File: src/sv/bcd_pkg.sv
// ---------------------------------------------------------------------------
// bcd_pkg
// Shared types, format codes and fixed-point helpers for the block decoder.
// ---------------------------------------------------------------------------
package bcd_pkg;

  // block format codes; any code with bit 1 set decodes interpolated alpha
  localparam logic [1:0] FMT_BC1 = 2'd0;
  localparam logic [1:0] FMT_BC2 = 2'd1;
  localparam logic [1:0] FMT_BC3 = 2'd2;

  // decoded block handed to the row unit
  typedef struct packed {
    logic [3:0][31:0] pal;   // palette entries, RGBA packed
    logic [7:0][7:0]  alut;  // interpolated alpha table
    logic [31:0]      idx;   // 2-bit colour indices
    logic [63:0]      ab;    // alpha half of the block
    logic [1:0]       fmt;   // block format
  } bcd_block_t;

  // 5-bit endpoint to 8 bits, v*255/31 truncated, via reciprocal multiply
  function automatic logic [7:0] exp5(input logic [4:0] v);
    logic [25:0] prod;
    prod = 26'(v) * 26'd2156535;
    return prod[25:18];
  endfunction

  // 6-bit endpoint to 8 bits, v*255/63 truncated
  function automatic logic [7:0] exp6(input logic [5:0] v);
    logic [27:0] prod;
    prod = 28'(v) * 28'd4244475;
    return prod[27:20];
  endfunction

  // x/3 for x up to 255*3+1
  function automatic logic [7:0] div3(input logic [9:0] x);
    logic [19:0] prod;
    prod = 20'(x) * 20'd683;
    return prod[18:11];
  endfunction

  // x/7 for x up to 255*7
  function automatic logic [7:0] div7(input logic [10:0] x);
    logic [21:0] prod;
    prod = 22'(x) * 22'd2341;
    return prod[21:14];
  endfunction

  // x/5 for x up to 255*5
  function automatic logic [7:0] div5(input logic [10:0] x);
    logic [21:0] prod;
    prod = 22'(x) * 22'd3277;
    return prod[21:14];
  endfunction

endpackage

File: src/sv/bcd_row_unit.sv
// ---------------------------------------------------------------------------
// bcd_row_unit
// Holds one decoded block and sends it out as four registered row beats.
// ---------------------------------------------------------------------------
module bcd_row_unit import bcd_pkg::*; (
  input  logic        clk,
  input  logic        rst,
  input  logic        in_valid,
  input  bcd_block_t  in_blk,
  output logic        take,
  output logic        row_valid,
  output logic [1:0]  row_index,
  output logic [31:0] pixel_col0,
  output logic [31:0] pixel_col1,
  output logic [31:0] pixel_col2,
  output logic [31:0] pixel_col3,
  output logic        last_row
);

  logic             held;
  logic [1:0]       row;
  bcd_block_t       blk;
  logic [3:0][31:0] pix;
  logic [3:0][1:0]  sel;
  logic [3:0][3:0]  nib;
  logic [3:0][2:0]  code;
  logic [3:0][3:0]  pos;

  // free when empty or when the last row is going out this cycle
  assign take = !held || (row == 2'd3);

  // block holding register and row counter
  always_ff @(posedge clk) begin
    if (rst) begin
      held <= 1'b0;
      row  <= 2'd0;
    end else if (take) begin
      held <= in_valid;
      row  <= 2'd0;
    end else begin
      row  <= row + 2'd1;
    end
  end

  always_ff @(posedge clk) begin
    if (take) begin
      blk <= in_blk;
    end
  end

  // per-column palette and alpha selection for the current row
  always_comb begin
    for (int c = 0; c < 4; c++) begin
      pos[c]  = {row, 2'(c)};
      sel[c]  = blk.idx[{pos[c], 1'b0} +: 2];
      nib[c]  = blk.ab[{pos[c], 2'b00} +: 4];
      code[c] = blk.ab[6'(6'd16 + 6'(pos[c]) * 6'd3) +: 3];
      if (blk.fmt == FMT_BC2) begin
        pix[c] = {nib[c], nib[c], blk.pal[sel[c]][23:0]};
      end else if (blk.fmt >= FMT_BC3) begin
        pix[c] = {blk.alut[code[c]], blk.pal[sel[c]][23:0]};
      end else begin
        pix[c] = blk.pal[sel[c]];
      end
    end
  end

  // output beat registers
  always_ff @(posedge clk) begin
    if (rst) begin
      row_valid <= 1'b0;
    end else begin
      row_valid <= held;
    end
  end

  always_ff @(posedge clk) begin
    row_index  <= row;
    last_row   <= (row == 2'd3);
    pixel_col0 <= pix[0];
    pixel_col1 <= pix[1];
    pixel_col2 <= pix[2];
    pixel_col3 <= pix[3];
  end

endmodule

File: src/sv/bc_block_texture_decoder.sv
// ---------------------------------------------------------------------------
// bc_block_texture_decoder
// BC1/BC2/BC3 4x4 block decoder giving four rows of RGBA8 pixels per block.
// ---------------------------------------------------------------------------
// Usage:
//   Input: drive alpha_block, color_block and start; the block is taken at a
//   rising edge with start high and busy low. alpha_block is ignored in BC1.
//   Config: cfg_we with cfg_data writes block_format (0 BC1, 1 BC2, 2 BC3);
//   write it only while no block is in flight.
//   Output: each row beat shows on row_valid for one cycle with row_index,
//   four pixels and last_row; rows come top first in consecutive cycles.
//   Path: a block passes the input register, endpoint/alpha-sum stage,
//   palette stage, row holder and output register before its first row
//   beat appears.
//   Flow: the row unit emits one row per cycle; a new block is taken in the
//   same cycle as the last row of the previous one leaves, and busy rises
//   when the stages fill up.
//   Reset: empties the pipeline, clears row_valid and sets the format to BC1.
//   The receiver cannot stall; every beat must be taken when shown.
// ---------------------------------------------------------------------------
module bc_block_texture_decoder import bcd_pkg::*; (
  input  logic        clk,
  input  logic        rst,
  input  logic        start,
  output logic        busy,
  input  logic [63:0] alpha_block,
  input  logic [63:0] color_block,
  input  logic        cfg_we,
  input  logic [1:0]  cfg_data,
  output logic        row_valid,
  output logic [1:0]  row_index,
  output logic [31:0] pixel_col0,
  output logic [31:0] pixel_col1,
  output logic [31:0] pixel_col2,
  output logic [31:0] pixel_col3,
  output logic        last_row
);

  logic [1:0] block_format;

  // stage 1: captured block
  logic        v1;
  logic [63:0] ab1;
  logic [63:0] cb1;
  logic [1:0]  fmt1;

  // stage 2: expanded endpoints and alpha sums
  logic                 v2;
  logic [2:0][7:0]      e0c2;
  logic [2:0][7:0]      e1c2;
  logic                 four2;
  logic                 gt2;
  logic [7:0]           a0_2;
  logic [7:0]           a1_2;
  logic [5:0][10:0]     num2;
  logic [31:0]          idx2;
  logic [63:0]          ab2;
  logic [1:0]           fmt2;

  // stage 3: decoded block
  logic       v3;
  bcd_block_t blk3;

  logic en1;
  logic en2;
  logic en3;
  logic take;

  // stage 2 inputs
  logic [15:0]      c0;
  logic [15:0]      c1;
  logic [7:0]       a0;
  logic [7:0]       a1;
  logic             gt;
  logic [5:0][10:0] num;

  // stage 3 inputs
  logic [2:0][7:0]  t0;
  logic [2:0][7:0]  t1;
  logic [2:0][7:0]  mid;
  logic [8:0]       msum;
  bcd_block_t       blk_next;

  // format register
  always_ff @(posedge clk) begin
    if (rst) begin
      block_format <= FMT_BC1;
    end else if (cfg_we) begin
      block_format <= cfg_data;
    end
  end

  // stage enables: a stage loads when empty or when its contents move on
  assign en3  = !v3 || take;
  assign en2  = !v2 || en3;
  assign en1  = !v1 || en2;
  assign busy = !en1;

  // stage 1
  always_ff @(posedge clk) begin
    if (rst) begin
      v1 <= 1'b0;
    end else if (en1) begin
      v1 <= start;
    end
  end

  always_ff @(posedge clk) begin
    if (en1) begin
      ab1  <= alpha_block;
      cb1  <= color_block;
      fmt1 <= block_format;
    end
  end

  // endpoint expansion and alpha weighted sums
  always_comb begin
    c0 = cb1[15:0];
    c1 = cb1[31:16];
    a0 = ab1[7:0];
    a1 = ab1[15:8];
    gt = a0 > a1;
    for (int i = 0; i < 6; i++) begin
      if (gt) begin
        num[i] = 11'(a0) * 11'(6 - i) + 11'(a1) * 11'(i + 1);
      end else if (i < 4) begin
        num[i] = 11'(a0) * 11'(4 - i) + 11'(a1) * 11'(i + 1);
      end else begin
        num[i] = 11'd0;
      end
    end
  end

  always_ff @(posedge clk) begin
    if (rst) begin
      v2 <= 1'b0;
    end else if (en2) begin
      v2 <= v1;
    end
  end

  always_ff @(posedge clk) begin
    if (en2) begin
      e0c2  <= {exp5(c0[4:0]), exp6(c0[10:5]), exp5(c0[15:11])};
      e1c2  <= {exp5(c1[4:0]), exp6(c1[10:5]), exp5(c1[15:11])};
      four2 <= (fmt1 != FMT_BC1) || (c0 > c1);
      gt2   <= gt;
      a0_2  <= a0;
      a1_2  <= a1;
      num2  <= num;
      idx2  <= cb1[63:32];
      ab2   <= ab1;
      fmt2  <= fmt1;
    end
  end

  // palette and alpha table
  always_comb begin
    msum = 9'd0;
    for (int ch = 0; ch < 3; ch++) begin
      t0[ch]  = div3(10'({e0c2[ch], 1'b0}) + 10'(e1c2[ch]) + 10'd1);
      t1[ch]  = div3(10'(e0c2[ch]) + 10'({e1c2[ch], 1'b0}) + 10'd1);
      msum    = 9'(e0c2[ch]) + 9'(e1c2[ch]);
      mid[ch] = msum[8:1];
    end
    blk_next.pal[0] = {8'hFF, e0c2};
    blk_next.pal[1] = {8'hFF, e1c2};
    if (four2) begin
      blk_next.pal[2] = {8'hFF, t0};
      blk_next.pal[3] = {8'hFF, t1};
    end else begin
      blk_next.pal[2] = {8'hFF, mid};
      blk_next.pal[3] = 32'd0;
    end
    blk_next.alut[0] = a0_2;
    blk_next.alut[1] = a1_2;
    for (int i = 0; i < 6; i++) begin
      if (gt2) begin
        blk_next.alut[i + 2] = div7(num2[i]);
      end else if (i < 4) begin
        blk_next.alut[i + 2] = div5(num2[i]);
      end else if (i == 4) begin
        blk_next.alut[i + 2] = 8'd0;
      end else begin
        blk_next.alut[i + 2] = 8'hFF;
      end
    end
    blk_next.idx = idx2;
    blk_next.ab  = ab2;
    blk_next.fmt = fmt2;
  end

  // stage 3
  always_ff @(posedge clk) begin
    if (rst) begin
      v3 <= 1'b0;
    end else if (en3) begin
      v3 <= v2;
    end
  end

  always_ff @(posedge clk) begin
    if (en3) begin
      blk3 <= blk_next;
    end
  end

  // row output unit
  bcd_row_unit u_rows (
    .clk        (clk),
    .rst        (rst),
    .in_valid   (v3),
    .in_blk     (blk3),
    .take       (take),
    .row_valid  (row_valid),
    .row_index  (row_index),
    .pixel_col0 (pixel_col0),
    .pixel_col1 (pixel_col1),
    .pixel_col2 (pixel_col2),
    .pixel_col3 (pixel_col3),
    .last_row   (last_row)
  );

  // rows of one block come out in consecutive cycles, counting up
  a_rows_contiguous: assert property (@(posedge clk) disable iff (rst)
    row_valid && !last_row |=> row_valid && (row_index == $past(row_index) + 2'd1))
    else $error("row beats of one block not contiguous");

  // last_row marks exactly the fourth row
  a_last_row: assert property (@(posedge clk) disable iff (rst)
    row_valid |-> (last_row == (row_index == 2'd3)))
    else $error("last_row does not match row_index");

  // an accepted block lands in stage 1
  a_accept_lands: assert property (@(posedge clk) disable iff (rst)
    start && !busy |=> v1)
    else $error("accepted block lost at stage 1");

  // busy only when every stage is full
  a_busy_full: assert property (@(posedge clk) disable iff (rst)
    busy |-> v1 && v2 && v3)
    else $error("busy with an empty stage");

endmodule
File: config.mk
export PLATFORM = sky130hd
export DESIGN_NAME = bc_block_texture_decoder
export DESIGN_NICKNAME = d
export VERILOG_FILES = /design/src/sv/bcd_pkg.sv /design/src/sv/bcd_row_unit.sv /design/src/sv/bc_block_texture_decoder.sv
export SDC_FILE = /design/constraint.sdc
export NUM_CORES = 2
export LEC_CHECK = 0
export BUFFER_PORTS_ARGS = -buffer_cell sky130_fd_sc_hd__buf_2
export CAP_MARGIN = 20
export CORE_MARGIN = 5
export CORE_UTILIZATION = 45
export DETAILED_ROUTE_END_ITERATION = 8
export GPL_TIMING_DRIVEN = 0
export PLACE_DENSITY_LB_ADDON = 0.05
export REMOVE_ABC_BUFFERS = 1
export SLEW_MARGIN = 20
export SYNTH_ARGS = -nofsm -noshare
export SYNTH_HDL_FRONTEND = slang
export SYNTH_SLANG_ARGS = --single-unit
File: constraint.sdc
create_clock -name clk -period 9.8 [get_ports clk]
set_clock_uncertainty 0.1 [all_clocks]
set_input_delay 1.96 -clock clk [delete_from_list [all_inputs] [get_ports clk]]
set_output_delay 1.96 -clock clk [all_outputs]
set_load 0.005 [all_outputs]
# Word level (Yosys, flattened, before mapping)
# Cells that the tools add are included.
[word_totals] ff_bits=1048 latchBits=0 ramBits=0 rom_bits=0 input_bits=134 output_inout_bits=133 elab_cells=198 memories=0
[op_classes] addsub=30 n_mul=32 div_mod_pow=0 n_lt_le_gt_ge=11 eq_ne=2 shifts=12 n_mux=33 bitwise=0 reduce_logical=12
[ops] operator="2-to-1 mux 32 bit" n=12
[ops] operator="binary-select mux 32 bit (select 2 bit)" n=4
[ops] operator="indexed part select 64 x 7 -> 3 bit" n=4
[ops] operator="indexed part select 64 x 7 -> 4 bit" n=4
[ops] operator="multiplier 11 x 12 -> 22 bit (second input constant)" n=10
[ops] operator="indexed part select 32 x 6 -> 2 bit" n=4
[ops] operator="multiplier 10 x 10 -> 19 bit (second input constant)" n=6
[ops] operator="multiplier 5 x 22 -> 26 bit (second input constant)" n=4
[ops] operator="binary-select mux 8 bit (select 3 bit)" n=4
[ops] operator="2-to-1 mux 64 bit" n=1
[ops] operator="2-to-1 mux 8 bit" n=8
[ops] operator="adder 10 x 1 -> 10 bit (second input constant)" n=6
[ops] operator="multiplier 6 x 23 -> 28 bit (second input constant)" n=2
[ops] operator="2-to-1 mux 11 bit" n=4
[ops] operator="multiplier 8 x 2 -> 10 bit (second input constant)" n=4
[ops] operator="adder 8 x 9 -> 10 bit" n=3
[ops] operator="adder 9 x 8 -> 10 bit" n=3
[ops] operator="adder 8 x 8 -> 9 bit" n=3
[ops] operator="adder 5 x 6 -> 6 bit (first input constant)" n=4
[ops] operator="adder 10 x 10 -> 11 bit" n=2
[ops] operator="multiplier 8 x 3 -> 11 bit (second input constant)" n=2
[ops] operator="greater-than comparator 16 bit" n=1
[ops] operator="< comparator 3 x 4 -> 1 bit (second input constant)" n=4
[ops] operator="< comparator 2 x 3 -> 1 bit (second input constant)" n=4
[ops] operator="other kinds (20)" n=29

# Logic depth before layout (Yosys ltp)
[depth] word_depth=7 mapped_depth=28 ltp_nobuf=28

# By module
# Synthesis repeated with hierarchy kept, for this count alone.
[unflattened] hier_cells=6450 hier_area_um2=79139.7
[modules_own_cells] mod="bc_block_texture_decoder" n_inst=1 cells_each=5191 area_per_inst_um2=58989.1
[modules_own_cells] mod="bcd_row_unit" n_inst=1 cells_each=1259 area_per_inst_um2=20150.6

# Least setup slack after synthesis
# No wires, ideal clock.
[synth_timing] path_kind="register to register" start="reg u_rows.row[0]" end="reg blk3[0] (netlist bit) (enable)" arrival_time_ns=4.832 required_time_ns=7.826 setup_slack_ns=2.994 stages_incl_launch_ff=4 n_path_buf=0 path_cell_list="dfxtp_1 -> ha_1 -> nor2b_1 -> nand2_1"
[synth_between] elab_chain_len=3
[synth_lines] item="from (decl)" line_no="bcd_row_unit.sv:21" source="logic [1:0] row;"
[synth_lines] item="from (signal assigned)" line_no="bcd_row_unit.sv:41" source="row <= row + 2'd1;"
[synth_lines] item="equality test 2 bit" line_no="bcd_row_unit.sv:30" source="assign take = !held || (row == 2'd3);"
[synth_lines] item="logical OR 1 bit" line_no="bcd_row_unit.sv:30"
[synth_lines] item="logical OR 1 bit" line_no="bc_block_texture_decoder.sv:94" source="assign en3 = !v3 || take;"
[synth_lines] item="net en3" line_no="bc_block_texture_decoder.sv:66" source="logic en3;"
[synth_lines] item="to (signal assigned)" line_no="bc_block_texture_decoder.sv:204" source="blk3 <= blk_next;"
[synth_lines] item="to (decl)" line_no="bc_block_texture_decoder.sv:62" source="bcd_block_t blk3;"
# The timed path passes the listed nets, and every way through them passes these cells.
# A chain may end at the register's enable or synchronous reset.

==> results_dict.tcl <==
set metrics [dict create \
    grt_pass1_wl_um 269000 \
    clk_latency_ps 780 \
    vias_per_cell 5.19 \
    initial_core_util_pct 45.2 \
    crit_type "reg -> reg" \
    relSlewSlack_pct 26.1 \
    drv_slew 0 \
    place_inst 8456 \
    synth-seq-cells 966 \
    die-area_um2 176000 \
    fin_crit_ps 7420 \
    grt_pass1_vias 47400 \
    num_vias 44900 \
    hold_viol 0 \
    hold_buffers 0 \
    regArea_um2 27600 \
    grt_usage_pct 19.7 \
    cts_tree "yes" \
    n_fill_cell 14800 \
    globalplace.congestion 0.857 \
    path_clk_slew_ps 70 \
    cts_buffers 105 \
    crit_required_ps 10140 \
    drive_gt1_share_pct 11.6 \
    layout_setup_ws_ps 2380 \
    final_util_pct 50.0 \
    dp_hpwl_um 134000 \
    core_region_area_um2 167000 \
    worst_pin_slew_ps 1110 \
    grt_max_degree 96 \
    maxCapViolations 0 \
    port_buffers 266 \
    finalNonFillerCells 8656 \
    drt_wl_total_um 169000 \
    io-pin-count 267 \
    wire_per_inst_um 19.6 \
    netlist_area_um2 75300 \
    finalSetupViolations 0 \
    synth_ff_type "edfxtp_1" \
    rows 150 \
    cts_buffer_depth 3 \
    avgSynthCellArea_um2 12.4 \
    worstSetupStartpointType "register" \
    antenna_found_initial 9 \
    final_nets 8337 \
    clock_sinks 966 \
    htree_levels 3 \
    dp_slack_ps 2390 \
    crit_fanout 8 \
    status "finished, final reports clean" \
    synth_edf_count 826 \
    die_h_um 419 \
    async_reset_ff_share_pct 0 \
    drc_errors 0 \
    multi_input_comb_area_um2 43500 \
    root_buffer "clkbuf_16" \
    die_w_um 419 \
    yosysSeqAreaShare_pct 36.7 \
    postCtsSetupRepairBufs 0 \
    yosysUniqueCellTypes 72 \
    fmax_mhz 135 \
    drt_first_pass_iters 5 \
    end_kind "register" \
    ys_warn_count 0 \
    antenna_left 0 \
    drt_iter0_markers 2193 \
    crit_arrival_ps 7760 \
    area_growth_pct 10.6 \
    grt_overflow 0 \
    cts_resized 0 \
    period_share_pct 75.7 \
    hp-class "reg -> reg" \
    syn_inst 6048 \
    rsz0062_at_grt "no" \
]
[final cells by class]
type / count / area share [%]
Timing Repair Buffer: 295 / 2.39
Sequential cell: 966 / 33.2
Clock buffer: 127 / 3.33
Antenna cell: 2 / 0.00601
Tap cell: 2204 / 3.31
Clock inverter: 71 / 0.993
Inverter: 1017 / 4.60
Multi-Input combinational cell: 3974 / 52.2
[metal layers]
metal | routed length, µm | global-route usage [%] | part of all wire, %
met1 | 77500 | 26.9 | 46
met2 | 82200 | 33.8 | 49
met3 | 5790 | 2.23 | 3.4
met4 | 3760 | 4.93 | 2.2
met5 | 0 | 0 | 0
[sequential cells by signal (all words and copies together), names as in the netlist, 32 cells and up]
name / cells
blk_next: 48
u_rows.pixel_col1: 32
u_rows.pixel_col2: 32
ab2: 50
u_rows.pixel_col3: 32
u_rows.pixel_col0: 32
ab1: 64
u_rows.blk: 243
cb1: 64
idx2: 32
blk3: 243
num2: 62
[Yosys cell counts (15+ instances only)]
cell	n	area, µm²
o21bai_1	48	360
and3_1	18	113
o31ai_1	16	120
inv_1	1015	3810
a21oi_1	262	1310
o211ai_1	35	263
nor2_1	252	946
or2_2	27	169
or3_1	15	93.8
fa_1	477	9550
a31oi_1	24	150
o21a_1	37	278
mux2_2	31	349
and2_1	27	169
nand2_1	165	619
xor2_1	93	815
edfxtp_1	826	24800
nor2b_1	45	282
clkbuf_1	41	154
ha_1	1367	17100
a211oi_1	26	195
xnor2_1	228	2000
nand4_1	28	175
nand2b_1	21	131
mux2i_1	65	651
o21ai_0	114	571
nor3_1	73	365
a21o_1	90	676
dfxtp_1	140	2800
nand3_1	50	250
buf_2	29	145
a22oi_1	24	180
mux4_2	200	4500
[critical path, cell delays in order, from the launching register on]
cell and delay [ps]:
edfxtp_1 590, fa_1 520, a21o_1 170, a21oi_1 230, o21bai_1 90, a21oi_1 260
o21bai_1 100, a21oi_1 180, xor2_1 430, inv_1 140, ha_1 310, ha_1 330
fa_1 520, fa_1 510, inv_1 50, fa_1 500, inv_1 50, ha_1 300
and4_1 200, nand2_1 70, a2bb2oi_1 300, a31oi_1 270, a21o_1 240, o21a_1 190
nor2_1 120, xor2_1 210, a21oi_1 120
[logic make-up after synthesis]
| kind of cell | count (synthesis) | synth area share (%) |
|---|---|---|
| adders and majority gates | 1844 | 35.4 |
| and+or+nand+nor | 748 | 4.67 |
| AOI/OAI and AO/OA | 762 | 6.46 |
| xor gates and xnor gates | 322 | 3.76 |
| DFF | 966 | 36.7 |
| muxes | 298 | 7.35 |
| buffers and inverters | 1108 | 5.68 |
[placed cells by master (no fill, tap or decap), types with 105 or more instances in the layout]
cell type | synthesis | final
nand2_1 | 165 | 163
clkbuf_16 | 0 | 105
nor2_1 | 252 | 252
inv_1 | 1015 | 1012
ha_1 | 1367 | 1366
xnor2_1 | 228 | 228
a21oi_1 | 262 | 262
dfxtp_1 | 140 | 138
fa_1 | 477 | 477
o21ai_0 | 114 | 114
buf_2 | 29 | 266
edfxtp_1 | 826 | 826
mux4_2 | 200 | 196
[stage by stage]
stage,TNS (ps),cell area [µm²],hold slack (ps)
after CTS,0,83200,223
after detailed placement,0,79700,305
final,0,83300,236
after global routing,0,83200,236
after global placement,-1780060,78900,301
after floorplan,0,74800,300
[final timing paths]
check | slack (ps) | endpoint | from | depth (start not counted)
hold / removal | 240 | u_rows.blk[155] | blk3[155] | 0
setup / recovery | 2380 | blk3[239] | blk_next[170] | 26
setup reg to reg | 2380 | blk3[239] | blk_next[170] | 26
hold reg to reg | 240 | u_rows.blk[155] | blk3[155] | 0
Power is not shown: default switching activity piles up to over one toggle a cycle in this logic, so the estimate is an artifact.
